[src/rtl/assert_macros.svh]
// Assertion macros shared by the RTL modules of the two-axis line stepper.
`ifndef ASSERT_MACROS_SVH
`define ASSERT_MACROS_SVH

// A property that must hold at every clock edge outside reset.
`define TALS_ASSERT(label, clk, rst_n, prop, msg) \
  label: assert property (@(posedge clk) disable iff (!rst_n) (prop)) else $error(msg);

// An antecedent that implies a consequent in the same cycle.
`define TALS_ASSERT_IMPL(label, clk, rst_n, ante, cons, msg) \
  label: assert property (@(posedge clk) disable iff (!rst_n) (ante) |-> (cons)) \
    else $error(msg);

// An antecedent that implies a consequent in the next cycle.
`define TALS_ASSERT_NEXT(label, clk, rst_n, ante, cons, msg) \
  label: assert property (@(posedge clk) disable iff (!rst_n) (ante) |=> (cons)) \
    else $error(msg);

`endif

[src/rtl/tals_pkg.sv]
// Package with the widths, codes, types and helper functions of the two-axis line stepper.
package tals_pkg;

  localparam int POS_W      = 24;
  localparam int TGT_W      = 24;
  localparam int SPEED_W    = 16;
  localparam int DIST_W     = 16;
  localparam int LEN_W      = DIST_W - 1;
  localparam int PROD_W     = SPEED_W + LEN_W;
  localparam int DIV_CNT_W  = $clog2(PROD_W);
  localparam int CFG_IDX_W  = 3;
  localparam int CFG_DATA_W = 16;

  typedef logic        [POS_W-1:0]      pos_t;
  typedef logic        [POS_W:0]        pos_ext_t;
  typedef logic signed [POS_W-1:0]      spos_t;
  typedef logic signed [POS_W:0]        spos_ext_t;
  typedef logic signed [TGT_W-1:0]      tgt_t;
  typedef logic        [SPEED_W-1:0]    speed_t;
  typedef logic        [SPEED_W:0]      speed_ext_t;
  typedef logic        [DIST_W-1:0]     dist_t;
  typedef logic        [LEN_W-1:0]      len_t;
  typedef logic        [LEN_W:0]        len_ext_t;
  typedef logic        [PROD_W-1:0]     prod_t;
  typedef logic        [DIV_CNT_W-1:0]  div_cnt_t;
  typedef logic        [CFG_IDX_W-1:0]  cfg_idx_t;
  typedef logic        [CFG_DATA_W-1:0] cfg_data_t;

  localparam pos_t     POS_ONE      = pos_t'(1);
  localparam speed_t   SPEED_ONE    = speed_t'(1);
  localparam div_cnt_t DIV_CNT_LAST = div_cnt_t'(PROD_W - 1);

  localparam speed_t RST_MAX_SPEED   = speed_t'(1000);
  localparam speed_t RST_START_SPEED = speed_t'(100);
  localparam speed_t RST_DWELL_SPEED = speed_t'(100);
  localparam dist_t  RST_SHORT_DIST  = dist_t'(200);

  typedef enum logic {
    OP_TICK  = 1'b0,
    OP_START = 1'b1
  } opcode_e;

  typedef enum logic [1:0] {
    STATUS_IDLE     = 2'd0,
    STATUS_STEPPING = 2'd1,
    STATUS_LAST     = 2'd2,
    STATUS_REJECTED = 2'd3
  } status_e;

  typedef enum logic [CFG_IDX_W-1:0] {
    REG_RAMP_ENABLE    = 3'd0,
    REG_MAX_SPEED      = 3'd1,
    REG_START_SPEED    = 3'd2,
    REG_DWELL_SPEED    = 3'd3,
    REG_SHORT_DISTANCE = 3'd4
  } cfg_idx_e;

  typedef struct packed {
    logic    capture;
    logic    calc_dist;
    logic    select;
    logic    restore;
    logic    accum;
    logic    classify;
    logic    mul;
    logic    div_step;
    logic    ramp_set;
    logic    step;
    logic    load_out;
    status_e out_status;
    logic    out_steps;
  } dp_cmd_t;

  typedef struct packed {
    logic major_zero;
    logic ramp_needed;
    logic div_last;
    logic last_step;
    logic out_free;
  } dp_sts_t;

  function automatic speed_t at_least_one(speed_t v);
    return (v == '0) ? SPEED_ONE : v;
  endfunction

endpackage

[src/rtl/tals_if.sv]
// Handshake interfaces for the input items and the result items of the line stepper.
interface tals_in_if;
  logic              valid;
  logic              ready;
  logic              opcode;
  tals_pkg::tgt_t    target_first;
  tals_pkg::tgt_t    target_second;

  modport source (output valid, output opcode, output target_first, output target_second,
                  input ready);
  modport sink (input valid, input opcode, input target_first, input target_second,
                output ready);
endinterface

interface tals_out_if;
  logic              valid;
  logic              ready;
  logic              step_first;
  logic              step_second;
  logic              dir_first;
  logic              dir_second;
  tals_pkg::speed_t  speed;
  logic [1:0]        status;

  modport source (output valid, output step_first, output step_second, output dir_first,
                  output dir_second, output speed, output status, input ready);
  modport sink (input valid, input step_first, input step_second, input dir_first,
                input dir_second, input speed, input status, output ready);
endinterface

[src/rtl/tals_ctrl.sv]
// Controller state machine that sequences starts, ticks, the ramp divider and result hand-off.
`include "assert_macros.svh"

module tals_ctrl (
  input  logic              clk_i,
  input  logic              rst_ni,
  input  logic              in_valid_i,
  input  logic              in_opcode_i,
  output logic              in_ready_o,
  input  tals_pkg::dp_sts_t sts_i,
  output tals_pkg::dp_cmd_t cmd_o
);

  typedef enum logic [3:0] {
    ST_IDLE,
    ST_DIST,
    ST_SELECT,
    ST_START_END,
    ST_ACCUM,
    ST_CLASSIFY,
    ST_MUL,
    ST_DIV,
    ST_RAMP_SET,
    ST_STEP,
    ST_RESULT
  } state_e;

  state_e            state_q, state_d;
  logic              busy_q, busy_d;
  tals_pkg::status_e res_status_q, res_status_d;
  logic              res_steps_q, res_steps_d;

  always_comb begin
    state_d      = state_q;
    busy_d       = busy_q;
    res_status_d = res_status_q;
    res_steps_d  = res_steps_q;
    cmd_o        = '0;
    in_ready_o   = 1'b0;
    unique case (state_q)
      ST_IDLE: begin
        in_ready_o = 1'b1;
        if (in_valid_i) begin
          cmd_o.capture = 1'b1;
          res_steps_d   = 1'b0;
          if (in_opcode_i == tals_pkg::OP_START) begin
            if (busy_q) begin
              res_status_d = tals_pkg::STATUS_REJECTED;
              state_d      = ST_RESULT;
            end else begin
              state_d = ST_DIST;
            end
          end else if (busy_q) begin
            state_d = ST_ACCUM;
          end else begin
            res_status_d = tals_pkg::STATUS_IDLE;
            state_d      = ST_RESULT;
          end
        end
      end
      ST_DIST: begin
        cmd_o.calc_dist = 1'b1;
        state_d         = ST_SELECT;
      end
      ST_SELECT: begin
        cmd_o.select = 1'b1;
        state_d      = ST_START_END;
      end
      ST_START_END: begin
        if (sts_i.major_zero) begin
          cmd_o.restore = 1'b1;
          res_status_d  = tals_pkg::STATUS_IDLE;
        end else begin
          busy_d       = 1'b1;
          res_status_d = tals_pkg::STATUS_STEPPING;
        end
        state_d = ST_RESULT;
      end
      ST_ACCUM: begin
        cmd_o.accum = 1'b1;
        state_d     = ST_CLASSIFY;
      end
      ST_CLASSIFY: begin
        cmd_o.classify = 1'b1;
        state_d        = sts_i.ramp_needed ? ST_MUL : ST_RAMP_SET;
      end
      ST_MUL: begin
        cmd_o.mul = 1'b1;
        state_d   = ST_DIV;
      end
      ST_DIV: begin
        cmd_o.div_step = 1'b1;
        if (sts_i.div_last) begin
          state_d = ST_RAMP_SET;
        end
      end
      ST_RAMP_SET: begin
        cmd_o.ramp_set = 1'b1;
        state_d        = ST_STEP;
      end
      ST_STEP: begin
        cmd_o.step  = 1'b1;
        res_steps_d = 1'b1;
        if (sts_i.last_step) begin
          busy_d       = 1'b0;
          res_status_d = tals_pkg::STATUS_LAST;
        end else begin
          res_status_d = tals_pkg::STATUS_STEPPING;
        end
        state_d = ST_RESULT;
      end
      ST_RESULT: begin
        if (sts_i.out_free) begin
          cmd_o.load_out   = 1'b1;
          cmd_o.restore    = (res_status_q == tals_pkg::STATUS_LAST);
          state_d          = ST_IDLE;
        end
      end
      default: begin
        state_d = ST_IDLE;
      end
    endcase
    cmd_o.out_status = res_status_q;
    cmd_o.out_steps  = res_steps_q;
  end

  always_ff @(posedge clk_i or negedge rst_ni) begin
    if (!rst_ni) begin
      state_q      <= ST_IDLE;
      busy_q       <= 1'b0;
      res_status_q <= tals_pkg::STATUS_IDLE;
      res_steps_q  <= 1'b0;
    end else begin
      state_q      <= state_d;
      busy_q       <= busy_d;
      res_status_q <= res_status_d;
      res_steps_q  <= res_steps_d;
    end
  end

  `TALS_ASSERT_IMPL(a_load_when_free, clk_i, rst_ni, cmd_o.load_out, sts_i.out_free, "result loaded over an untaken result")
  `TALS_ASSERT_IMPL(a_busy_from_start, clk_i, rst_ni, $rose(busy_q), $past(state_q) == ST_START_END, "move began outside a start")
  `TALS_ASSERT_NEXT(a_step_to_result, clk_i, rst_ni, state_q == ST_STEP, state_q == ST_RESULT && res_steps_q, "step did not lead to a stepping result")

endmodule

[src/rtl/tals_dp.sv]
// Datapath with configuration registers, Bresenham stepping, ramp divider and result register.
`include "assert_macros.svh"

module tals_dp (
  input  logic                 clk_i,
  input  logic                 rst_ni,
  input  logic                 cfg_we_i,
  input  tals_pkg::cfg_idx_t   cfg_idx_i,
  input  tals_pkg::cfg_data_t  cfg_data_i,
  input  tals_pkg::tgt_t       target_first_i,
  input  tals_pkg::tgt_t       target_second_i,
  input  tals_pkg::dp_cmd_t    cmd_i,
  output tals_pkg::dp_sts_t    sts_o,
  output logic                 out_valid_o,
  input  logic                 out_ready_i,
  output logic                 out_step_first_o,
  output logic                 out_step_second_o,
  output logic                 out_dir_first_o,
  output logic                 out_dir_second_o,
  output tals_pkg::speed_t     out_speed_o,
  output logic [1:0]           out_status_o
);

  typedef enum logic [1:0] {
    RM_NONE,
    RM_DWELL,
    RM_MAX,
    RM_RAMP
  } ramp_mode_e;

  // Configuration registers.
  logic                ramp_en_q;
  tals_pkg::speed_t    max_q, start_q, dwell_q;
  tals_pkg::dist_t     sd_q;

  // Move state.
  tals_pkg::pos_t      pos1_q, pos2_q;
  tals_pkg::pos_t      major_q, minor_q, idx_q;
  tals_pkg::pos_ext_t  err_q;
  logic                second_major_q;
  logic [1:0]          dirs_q;
  tals_pkg::speed_t    cur_speed_q;

  // Working registers.
  tals_pkg::tgt_t      tgt1_q, tgt2_q;
  tals_pkg::pos_t      dist1_q, dist2_q;
  logic [1:0]          dir_new_q;
  tals_pkg::pos_ext_t  err_sum_q;
  tals_pkg::pos_t      rem_q;
  logic                up_q, short_q;
  ramp_mode_e          mode_q, mode_d;
  tals_pkg::len_t      k_q, k_d;
  logic                neg_q, neg_d;
  tals_pkg::speed_t    absdiff_q, absdiff_d;
  tals_pkg::len_ext_t  div_rem_q;
  tals_pkg::prod_t     div_quo_q;
  tals_pkg::div_cnt_t  div_cnt_q;
  logic                step1_q, step2_q;

  // Result register.
  logic                out_valid_q;
  logic                out_step1_q, out_step2_q, out_dir1_q, out_dir2_q;
  tals_pkg::speed_t    out_speed_q;
  tals_pkg::status_e   out_status_q;

  tals_pkg::len_t      len;
  tals_pkg::speed_t    hi, lo;
  tals_pkg::spos_t     t1, t2, p1, p2;
  tals_pkg::spos_ext_t d1, d2, nd1, nd2;
  logic                down;
  tals_pkg::len_ext_t  trial;
  logic                trial_ge;
  tals_pkg::speed_ext_t ramp_sum;
  tals_pkg::speed_t    quo;
  logic                minor_step;
  logic                s1, s2;

  assign len = sd_q[tals_pkg::DIST_W-1:1];
  assign hi  = tals_pkg::at_least_one(max_q);
  assign lo  = tals_pkg::at_least_one(start_q);

  // Signed distances to the targets, both ways round, so that the magnitude is a select.
  always_comb begin
    t1  = tals_pkg::spos_t'(tgt1_q);
    t2  = tals_pkg::spos_t'(tgt2_q);
    p1  = tals_pkg::spos_t'(pos1_q);
    p2  = tals_pkg::spos_t'(pos2_q);
    d1  = tals_pkg::spos_ext_t'(t1) - tals_pkg::spos_ext_t'(p1);
    d2  = tals_pkg::spos_ext_t'(t2) - tals_pkg::spos_ext_t'(p2);
    nd1 = tals_pkg::spos_ext_t'(p1) - tals_pkg::spos_ext_t'(t1);
    nd2 = tals_pkg::spos_ext_t'(p2) - tals_pkg::spos_ext_t'(t2);
  end

  always_comb begin
    down = (rem_q <= tals_pkg::pos_t'(len));
    k_d  = up_q ? idx_q[tals_pkg::LEN_W-1:0] : rem_q[tals_pkg::LEN_W-1:0];
    neg_d     = (hi < lo);
    absdiff_d = neg_d ? (lo - hi) : (hi - lo);
    priority if (!ramp_en_q) begin
      mode_d = RM_NONE;
    end else if (short_q) begin
      mode_d = (idx_q == '0) ? RM_DWELL : RM_NONE;
    end else if (len == '0) begin
      mode_d = RM_MAX;
    end else if (up_q || down) begin
      mode_d = RM_RAMP;
    end else begin
      mode_d = RM_NONE;
    end
  end

  always_comb begin
    trial    = {div_rem_q[tals_pkg::LEN_W-1:0], div_quo_q[tals_pkg::PROD_W-1]};
    trial_ge = (trial >= tals_pkg::len_ext_t'(len));
    quo      = div_quo_q[tals_pkg::SPEED_W-1:0];
    if (neg_q) begin
      ramp_sum = tals_pkg::speed_ext_t'(lo) - tals_pkg::speed_ext_t'(quo)
               - tals_pkg::speed_ext_t'(div_rem_q != '0);
    end else begin
      ramp_sum = tals_pkg::speed_ext_t'(lo) + tals_pkg::speed_ext_t'(quo);
    end
  end

  always_comb begin
    minor_step = (err_sum_q >= tals_pkg::pos_ext_t'(major_q));
    s1         = second_major_q ? minor_step : 1'b1;
    s2         = second_major_q ? 1'b1 : minor_step;
  end

  always_ff @(posedge clk_i or negedge rst_ni) begin
    if (!rst_ni) begin
      ramp_en_q <= 1'b1;
      max_q     <= tals_pkg::RST_MAX_SPEED;
      start_q   <= tals_pkg::RST_START_SPEED;
      dwell_q   <= tals_pkg::RST_DWELL_SPEED;
      sd_q      <= tals_pkg::RST_SHORT_DIST;
    end else if (cfg_we_i) begin
      unique case (cfg_idx_i)
        tals_pkg::REG_RAMP_ENABLE:    ramp_en_q <= cfg_data_i[0];
        tals_pkg::REG_MAX_SPEED:      max_q     <= cfg_data_i[tals_pkg::SPEED_W-1:0];
        tals_pkg::REG_START_SPEED:    start_q   <= cfg_data_i[tals_pkg::SPEED_W-1:0];
        tals_pkg::REG_DWELL_SPEED:    dwell_q   <= cfg_data_i[tals_pkg::SPEED_W-1:0];
        tals_pkg::REG_SHORT_DISTANCE: sd_q      <= cfg_data_i[tals_pkg::DIST_W-1:0];
        default: begin
        end
      endcase
    end
  end

  always_ff @(posedge clk_i or negedge rst_ni) begin
    if (!rst_ni) begin
      pos1_q         <= '0;
      pos2_q         <= '0;
      major_q        <= '0;
      minor_q        <= '0;
      err_q          <= '0;
      idx_q          <= '0;
      second_major_q <= 1'b0;
      dirs_q         <= '0;
    end else if (cmd_i.select) begin
      if (dist1_q > dist2_q) begin
        second_major_q <= 1'b0;
        major_q        <= dist1_q;
        minor_q        <= dist2_q;
      end else begin
        second_major_q <= 1'b1;
        major_q        <= dist2_q;
        minor_q        <= dist1_q;
      end
      dirs_q <= dir_new_q;
      err_q  <= '0;
      idx_q  <= '0;
    end else if (cmd_i.step) begin
      err_q <= minor_step ? (err_sum_q - tals_pkg::pos_ext_t'(major_q)) : err_sum_q;
      idx_q <= idx_q + tals_pkg::POS_ONE;
      if (s1) begin
        pos1_q <= dirs_q[0] ? (pos1_q + tals_pkg::POS_ONE) : (pos1_q - tals_pkg::POS_ONE);
      end
      if (s2) begin
        pos2_q <= dirs_q[1] ? (pos2_q + tals_pkg::POS_ONE) : (pos2_q - tals_pkg::POS_ONE);
      end
    end
  end

  always_ff @(posedge clk_i or negedge rst_ni) begin
    if (!rst_ni) begin
      cur_speed_q <= tals_pkg::RST_MAX_SPEED;
    end else if (cmd_i.restore) begin
      cur_speed_q <= max_q;
    end else if (cmd_i.ramp_set) begin
      unique case (mode_q)
        RM_DWELL: cur_speed_q <= tals_pkg::at_least_one(dwell_q);
        RM_MAX:   cur_speed_q <= hi;
        RM_RAMP:  cur_speed_q <= ramp_sum[tals_pkg::SPEED_W-1:0];
        RM_NONE: begin
        end
        default: begin
        end
      endcase
    end
  end

  always_ff @(posedge clk_i) begin
    if (cmd_i.capture) begin
      tgt1_q <= target_first_i;
      tgt2_q <= target_second_i;
    end
    if (cmd_i.calc_dist) begin
      dist1_q   <= d1[tals_pkg::POS_W] ? nd1[tals_pkg::POS_W-1:0] : d1[tals_pkg::POS_W-1:0];
      dist2_q   <= d2[tals_pkg::POS_W] ? nd2[tals_pkg::POS_W-1:0] : d2[tals_pkg::POS_W-1:0];
      dir_new_q <= {~d2[tals_pkg::POS_W], ~d1[tals_pkg::POS_W]};
    end
    if (cmd_i.accum) begin
      err_sum_q <= err_q + tals_pkg::pos_ext_t'(minor_q);
      rem_q     <= major_q - idx_q;
      up_q      <= (idx_q <= tals_pkg::pos_t'(len));
      short_q   <= (major_q < tals_pkg::pos_t'(sd_q));
    end
    if (cmd_i.classify) begin
      mode_q    <= mode_d;
      k_q       <= k_d;
      neg_q     <= neg_d;
      absdiff_q <= absdiff_d;
    end
    if (cmd_i.mul) begin
      div_quo_q <= tals_pkg::prod_t'(absdiff_q) * tals_pkg::prod_t'(k_q);
      div_rem_q <= '0;
      div_cnt_q <= tals_pkg::DIV_CNT_LAST;
    end else if (cmd_i.div_step) begin
      div_rem_q <= trial_ge ? (trial - tals_pkg::len_ext_t'(len)) : trial;
      div_quo_q <= {div_quo_q[tals_pkg::PROD_W-2:0], trial_ge};
      div_cnt_q <= div_cnt_q - tals_pkg::div_cnt_t'(1);
    end
    if (cmd_i.step) begin
      step1_q <= s1;
      step2_q <= s2;
    end
  end

  always_ff @(posedge clk_i or negedge rst_ni) begin
    if (!rst_ni) begin
      out_valid_q <= 1'b0;
    end else if (cmd_i.load_out) begin
      out_valid_q <= 1'b1;
    end else if (out_ready_i) begin
      out_valid_q <= 1'b0;
    end
  end

  always_ff @(posedge clk_i) begin
    if (cmd_i.load_out) begin
      out_step1_q  <= cmd_i.out_steps & step1_q;
      out_step2_q  <= cmd_i.out_steps & step2_q;
      out_dir1_q   <= dirs_q[0];
      out_dir2_q   <= dirs_q[1];
      out_speed_q  <= tals_pkg::at_least_one(cur_speed_q);
      out_status_q <= cmd_i.out_status;
    end
  end

  always_comb begin
    sts_o.major_zero  = (major_q == '0);
    sts_o.ramp_needed = (mode_d == RM_RAMP);
    sts_o.div_last    = (div_cnt_q == '0);
    sts_o.last_step   = (rem_q == tals_pkg::POS_ONE);
    sts_o.out_free    = !out_valid_q || out_ready_i;
  end

  assign out_valid_o       = out_valid_q;
  assign out_step_first_o  = out_step1_q;
  assign out_step_second_o = out_step2_q;
  assign out_dir_first_o   = out_dir1_q;
  assign out_dir_second_o  = out_dir2_q;
  assign out_speed_o       = out_speed_q;
  assign out_status_o      = out_status_q;

  `TALS_ASSERT(a_err_below_major, clk_i, rst_ni, (major_q == '0) || (err_q < tals_pkg::pos_ext_t'(major_q)), "Bresenham error reached the major length")
  `TALS_ASSERT_IMPL(a_div_nonzero_len, clk_i, rst_ni, cmd_i.div_step, len != '0, "ramp division by a zero ramp length")

endmodule

[src/rtl/two_axis_line_stepper_with_ramp.sv]
// Top level of the two-axis straight-line stepper with a trapezoidal speed ramp.
// The block takes one transaction at a time and presents one result transaction for each.
// An accepted start passes through distance, select and start-end states; a start rejected
// while busy or a tick while idle goes straight to the result. A tick on the plateau, at a
// dwell move or with ramping off passes through accumulate, classify, ramp set and step, and
// a tick in a ramp section also through a multiply and the bit-serial divider that computes
// the ramp quotient one bit per cycle. The next transaction is accepted in the cycle after
// the result enters the output register, which holds it until it is taken.
module two_axis_line_stepper_with_ramp (
  input  logic                clk_i,
  input  logic                rst_ni,
  input  logic                cfg_we_i,
  input  tals_pkg::cfg_idx_t  cfg_idx_i,
  input  tals_pkg::cfg_data_t cfg_data_i,
  tals_in_if.sink             item_i,
  tals_out_if.source          result_o
);

  tals_pkg::dp_cmd_t cmd;
  tals_pkg::dp_sts_t sts;
  logic              in_ready;

  tals_ctrl u_ctrl (
    .clk_i       (clk_i),
    .rst_ni      (rst_ni),
    .in_valid_i  (item_i.valid),
    .in_opcode_i (item_i.opcode),
    .in_ready_o  (in_ready),
    .sts_i       (sts),
    .cmd_o       (cmd)
  );

  tals_dp u_dp (
    .clk_i             (clk_i),
    .rst_ni            (rst_ni),
    .cfg_we_i          (cfg_we_i),
    .cfg_idx_i         (cfg_idx_i),
    .cfg_data_i        (cfg_data_i),
    .target_first_i    (item_i.target_first),
    .target_second_i   (item_i.target_second),
    .cmd_i             (cmd),
    .sts_o             (sts),
    .out_valid_o       (result_o.valid),
    .out_ready_i       (result_o.ready),
    .out_step_first_o  (result_o.step_first),
    .out_step_second_o (result_o.step_second),
    .out_dir_first_o   (result_o.dir_first),
    .out_dir_second_o  (result_o.dir_second),
    .out_speed_o       (result_o.speed),
    .out_status_o      (result_o.status)
  );

  assign item_i.ready = in_ready;

endmodule

[src/flat_wrapper.sv]
// flat-port wrapper written by rule: the top's interface ports become plain ports
module two_axis_line_stepper_with_ramp_flat 
  (clk_i, rst_ni, cfg_we_i, cfg_idx_i, cfg_data_i, item_i_valid, item_i_opcode, item_i_target_first, item_i_target_second, item_i_ready, result_o_valid, result_o_step_first, result_o_step_second, result_o_dir_first, result_o_dir_second, result_o_speed, result_o_status, result_o_ready);
  tals_in_if item_i_i ();
  tals_out_if result_o_i ();
  input  logic clk_i;
  input  logic rst_ni;
  input  logic cfg_we_i;
  input  tals_pkg::cfg_idx_t cfg_idx_i;
  input  tals_pkg::cfg_data_t cfg_data_i;
  input wire logic [$bits(item_i_i.valid)-1:0] item_i_valid;
  input wire logic [$bits(item_i_i.opcode)-1:0] item_i_opcode;
  input wire logic [$bits(item_i_i.target_first)-1:0] item_i_target_first;
  input wire logic [$bits(item_i_i.target_second)-1:0] item_i_target_second;
  output wire logic [$bits(item_i_i.ready)-1:0] item_i_ready;
  output wire logic [$bits(result_o_i.valid)-1:0] result_o_valid;
  output wire logic [$bits(result_o_i.step_first)-1:0] result_o_step_first;
  output wire logic [$bits(result_o_i.step_second)-1:0] result_o_step_second;
  output wire logic [$bits(result_o_i.dir_first)-1:0] result_o_dir_first;
  output wire logic [$bits(result_o_i.dir_second)-1:0] result_o_dir_second;
  output wire logic [$bits(result_o_i.speed)-1:0] result_o_speed;
  output wire logic [$bits(result_o_i.status)-1:0] result_o_status;
  input wire logic [$bits(result_o_i.ready)-1:0] result_o_ready;
  assign item_i_i.valid = item_i_valid;
  assign item_i_i.opcode = item_i_opcode;
  assign item_i_i.target_first = item_i_target_first;
  assign item_i_i.target_second = item_i_target_second;
  assign item_i_ready = item_i_i.ready;
  assign result_o_valid = result_o_i.valid;
  assign result_o_step_first = result_o_i.step_first;
  assign result_o_step_second = result_o_i.step_second;
  assign result_o_dir_first = result_o_i.dir_first;
  assign result_o_dir_second = result_o_i.dir_second;
  assign result_o_speed = result_o_i.speed;
  assign result_o_status = result_o_i.status;
  assign result_o_i.ready = result_o_ready;
  two_axis_line_stepper_with_ramp u_core (.clk_i(clk_i), .rst_ni(rst_ni), .cfg_we_i(cfg_we_i), .cfg_idx_i(cfg_idx_i), .cfg_data_i(cfg_data_i), .item_i(item_i_i), .result_o(result_o_i));
endmodule
[config.mk]
export PLATFORM = sky130hd
export DESIGN_NAME = two_axis_line_stepper_with_ramp_flat
export DESIGN_NICKNAME = d
export VERILOG_FILES = /design/src/rtl/tals_pkg.sv /design/src/rtl/tals_if.sv /design/src/rtl/tals_ctrl.sv /design/src/rtl/tals_dp.sv /design/src/rtl/two_axis_line_stepper_with_ramp.sv /design/src/flat_wrapper.sv
export VERILOG_INCLUDE_DIRS = /design/src /design/src/rtl
export SDC_FILE = /design/constraint.sdc
export NUM_CORES = 2
export LEC_CHECK = 0
export ABC_CLOCK_PERIOD_IN_PS = 8980
export BUFFER_PORTS_ARGS = -buffer_cell sky130_fd_sc_hd__buf_2
export CORE_ASPECT_RATIO = 1.1
export CORE_MARGIN = 2
export CORE_UTILIZATION = 63
export DETAILED_ROUTE_END_ITERATION = 6
export GPL_ROUTABILITY_DRIVEN = 1
export HOLD_SLACK_MARGIN = 0.06
export PLACE_DENSITY = 0.8
export SYNTH_ARGS = -nofsm -noshare
export SYNTH_HDL_FRONTEND = slang
export SYNTH_SLANG_ARGS = --single-unit
[constraint.sdc]
create_clock -name clk_i -period 8.98 [get_ports clk_i]
set_input_delay 0 -clock clk_i [delete_from_list [all_inputs] [get_ports clk_i]]
set_output_delay 0 -clock clk_i [all_outputs]
set_load 0.005 [all_outputs]
==> out/metrics.yaml <==
status: "completed"
drv_cap: 0
crit_path_end_kind: "register"
dp_cells: 5397
synth_top_area_frac: 0.1680
antennaDiodeCount: 0
placementRows: 99
finalHoldViolCount: 0
irDropWorstVdd_v: 0.0003494
power.density_nw_per_um2: 390.8
insertion_delay_ps: 660
path_clk_slew_ps: 60
synth_most_common_cell: "inv_1"
grt_overflow: 0
cts-root-buf: "clkbuf_16"
ys_top_cells_by_count: "inv_1, ha_1, nand2_1"
area_growth_pct: 9.546
drc: 0
power_uw: 18210
leakagePower_uw: 0.02156
clock-sinks: 497
drt_iter0_drc: 2515
drtPass1Iterations: 6
ys_async_sr_fraction: 0.4789
synthSimpleGateAreaFrac: 0.1394
ant_nets: 0
fin_cells: 5616
io_pins: 97
path_max_fanout: 16
finalCritPeriodShare: 0.7902
yosys_warnings: 0
synth_cell_types: 84
cts_tree: "done"
cts_max_level: 2
ys.flop_type: "edfxtp_1"
max_slew_margin: 0.1841
hp-class: "primary input to register"
drive_gt1_frac: 0.06726
seq_area_frac_synth: 0.3186
port-buffer-count: 96
grt_util_met3: 0.03869
setup_viol: 0
start_kind: "register"
synth-edff-count: 238
gp_congestion: 0.9253
clockBufferDepth: 3
synth-compound-area-share: 0.1631
grt_use_met1: 0.3636
use_met2: 0.5469
die_y_um: 276.5
grt_usage: 0.3085
grt_max_degree: 102
busiest_layer: "met2"
dieArea_um2: 69610
cpPeakStageDelay_ps: 580
yosys.area.top_type: "edfxtp_1"
drv_slew: 0
syn_area_um2: 42530
core_region_area_um2: 66520
crit_required_ps: 9290
via_per_inst: 6.028
initial_core_util: 0.6394
fin_crit_ps: 7096
ys_ff_latch: 497
die-width_um: 251.7
cts_buffers: 55
cts_setup_buffers: 0
path_class: "register to register"
max_freq_mhz: 140.9
syn-num-nets: 5351
vias: 33854
setup_tns_ps: 0
grt_antenna_before_repair: 0
final_util: 0.7005
fill_cells: 4926
first_global_vias: 34389
grt_pass1_wl_um: 173400
syn_inst: 4616
routed_wl_um: 106500
fin_worst_skew_ps: 56.14
worstPathCellList: "and2_1 > fa_1 > inv_1 > fa_1 > inv_1 > fa_1 > inv_1 > fa_1 > inv_1 > fa_1 > inv_1 > fa_1 > inv_1 > ha_1 > a21oi_1 > o21ai_0 > a21oi_1 > a31oi_1 > o22a_1 > a221oi_1 > o211ai_1 > a21oi_1 > xor2_1 > o21ai_0"
synth_xor_area_frac: 0.04962
final_nets: 5447
wl_per_cell_um: 18.96
synth.avg_cell_area_um2: 9.215
synthAdderAreaFrac: 0.2292
synth_area_leaders: "edfxtp_1, ha_1, dfrtp_1"
muxShareOfSynthArea: 0.03448
cp.arrival_ps: 7410
crit_slowest_cell: "edfxtp_1"
synth_top_family_by_area: "adder cells"
rsz0062_at_grt: "no"
tightest_slew_ps: 1221
hpwlAfterDp_um: 78120
[flip-flops by register name, summed over array words and instances, names as in the netlist, 24 cells and up]
register / flops
u_core.u_dp.div_quo_q: 31
u_core.u_dp.err_q: 25
u_core.u_dp.err_sum_q: 25
u_core.u_dp.dist1_q: 24
u_core.u_dp.dist2_q: 24
u_core.u_dp.idx_q: 24
u_core.u_dp.major_q: 24
u_core.u_dp.minor_q: 24
u_core.u_dp.p1: 24
u_core.u_dp.p2: 24
u_core.u_dp.rem_q: 24
u_core.u_dp.t1: 24
u_core.u_dp.t2: 24
[path summary, 6_finish.rpt]
kind | end | startpoint | slack (ps) | depth (start not counted)
min in group asynchronous | u_core.u_dp.p2[18] | rst_ni | 500 | 4
min reg2reg | u_core.u_dp.dirs_q[0] | u_core.u_dp.dir_new_q[0] | 450 | 2
max | u_core.u_dp.div_quo_q[29] | u_core.u_dp.k_q[0] | 1880 | 24
max reg2reg | u_core.u_dp.div_quo_q[29] | u_core.u_dp.k_q[0] | 1880 | 24
max in group asynchronous | u_core.u_dp.idx_q[13] | rst_ni | 6800 | 5
min | u_core.u_dp.t1[15] | item_i_target_first[15] | 80 | 2
[stage by stage]
stage | worst slack [ps] | area [um^2] | hold slack (ps)
2_1_floorplan | 2728 | 42530 | -295.6
3_3_place_gp | 2106 | 43560 | -61.69
3_5_place_dp | 1984 | 43560 | -61.62
4_1_cts | 1955 | 46590 | 60.47
5_1_grt | 1614 | 46590 | 69.66
6_report | 1884 | 46590 | 75.98
[cells in the final DEF (no fill, tap or decap), types with 27 or more instances in the layout]
cell           count
nand3_1           51
o21ai_0          364
ha_1             467
a21o_1           149
clkbuf_16         57
a21oi_1          276
fa_1             195
nor3_1            60
buf_2             95
nor2_1           198
a211oi_1          27
nor2b_1           58
xor2_1            74
nor4_1            47
dfrtp_1          216
mux2i_1           97
and2_1           162
nand2_1          463
mux2_2            44
a31oi_1           30
o21a_1            45
xnor2_1          167
inv_1            535
and3_1            27
nand4_1           36
nand2b_1          51
dlygate4sd3_1    115
edfxtp_1         238
o211ai_1          28
[kinds of logic (layout without fill, tap and decap cells)]
logic type      after synthesis  after routing
mux                         141            141
simple gates               1228           1228
fa+ha+maj                   662            662
flops                       497            497
compound gates             1114           1114
xor+xnor                    241            241
buf+inv                     733            875
[metal layers]
metal / up-vias / part of all wire
met2: 1089 / 0.50
met5: - / 0
li1: 16081 / -
met1: 16361 / 0.39
met3: 323 / 0.050
met4: 0 / 0.058
[worst max-delay path: cells and delay by family (launching register included)]
| kind | cells | cell delay, ps |
|---|---|---|
| flops | 1 | 580 |
| buf+inv | 6 | 300 |
| xor+xnor | 1 | 190 |
| compound gates | 9 | 2040 |
| fa+ha+maj | 7 | 3390 |
| simple gates | 1 | 260 |
[power breakdown]
group	switching [uW]	internal [uW]	leakage [uW]
combinational	6900	4970	0.0154
sequential	672	3340	0.00524
clock	1010	1310	0.000902
total	8590	9620	0.0216
[area by class of cell]
cell class | instances | area, um^2 | area share
timing repair buffer | 236 | 1849 | 0.03969
clock inverter | 19 | 206.4 | 0.004431
sequential | 497 | 13550 | 0.2908
multi-input combinational | 3386 | 26250 | 0.5634
clock buffer | 84 | 1652 | 0.03545
tap | 858 | 1074 | 0.02304
inverter | 536 | 2012 | 0.04318
[timing repair]
| action | in CTS | in global routing |
|---|---|---|
| resized for setup | 0 | 0 |
| endpoints found under the hold margin | 300 | 0 |
| hold buffers | 116 | 0 |
No activity file was read; power rests on OpenSTA's default activity.
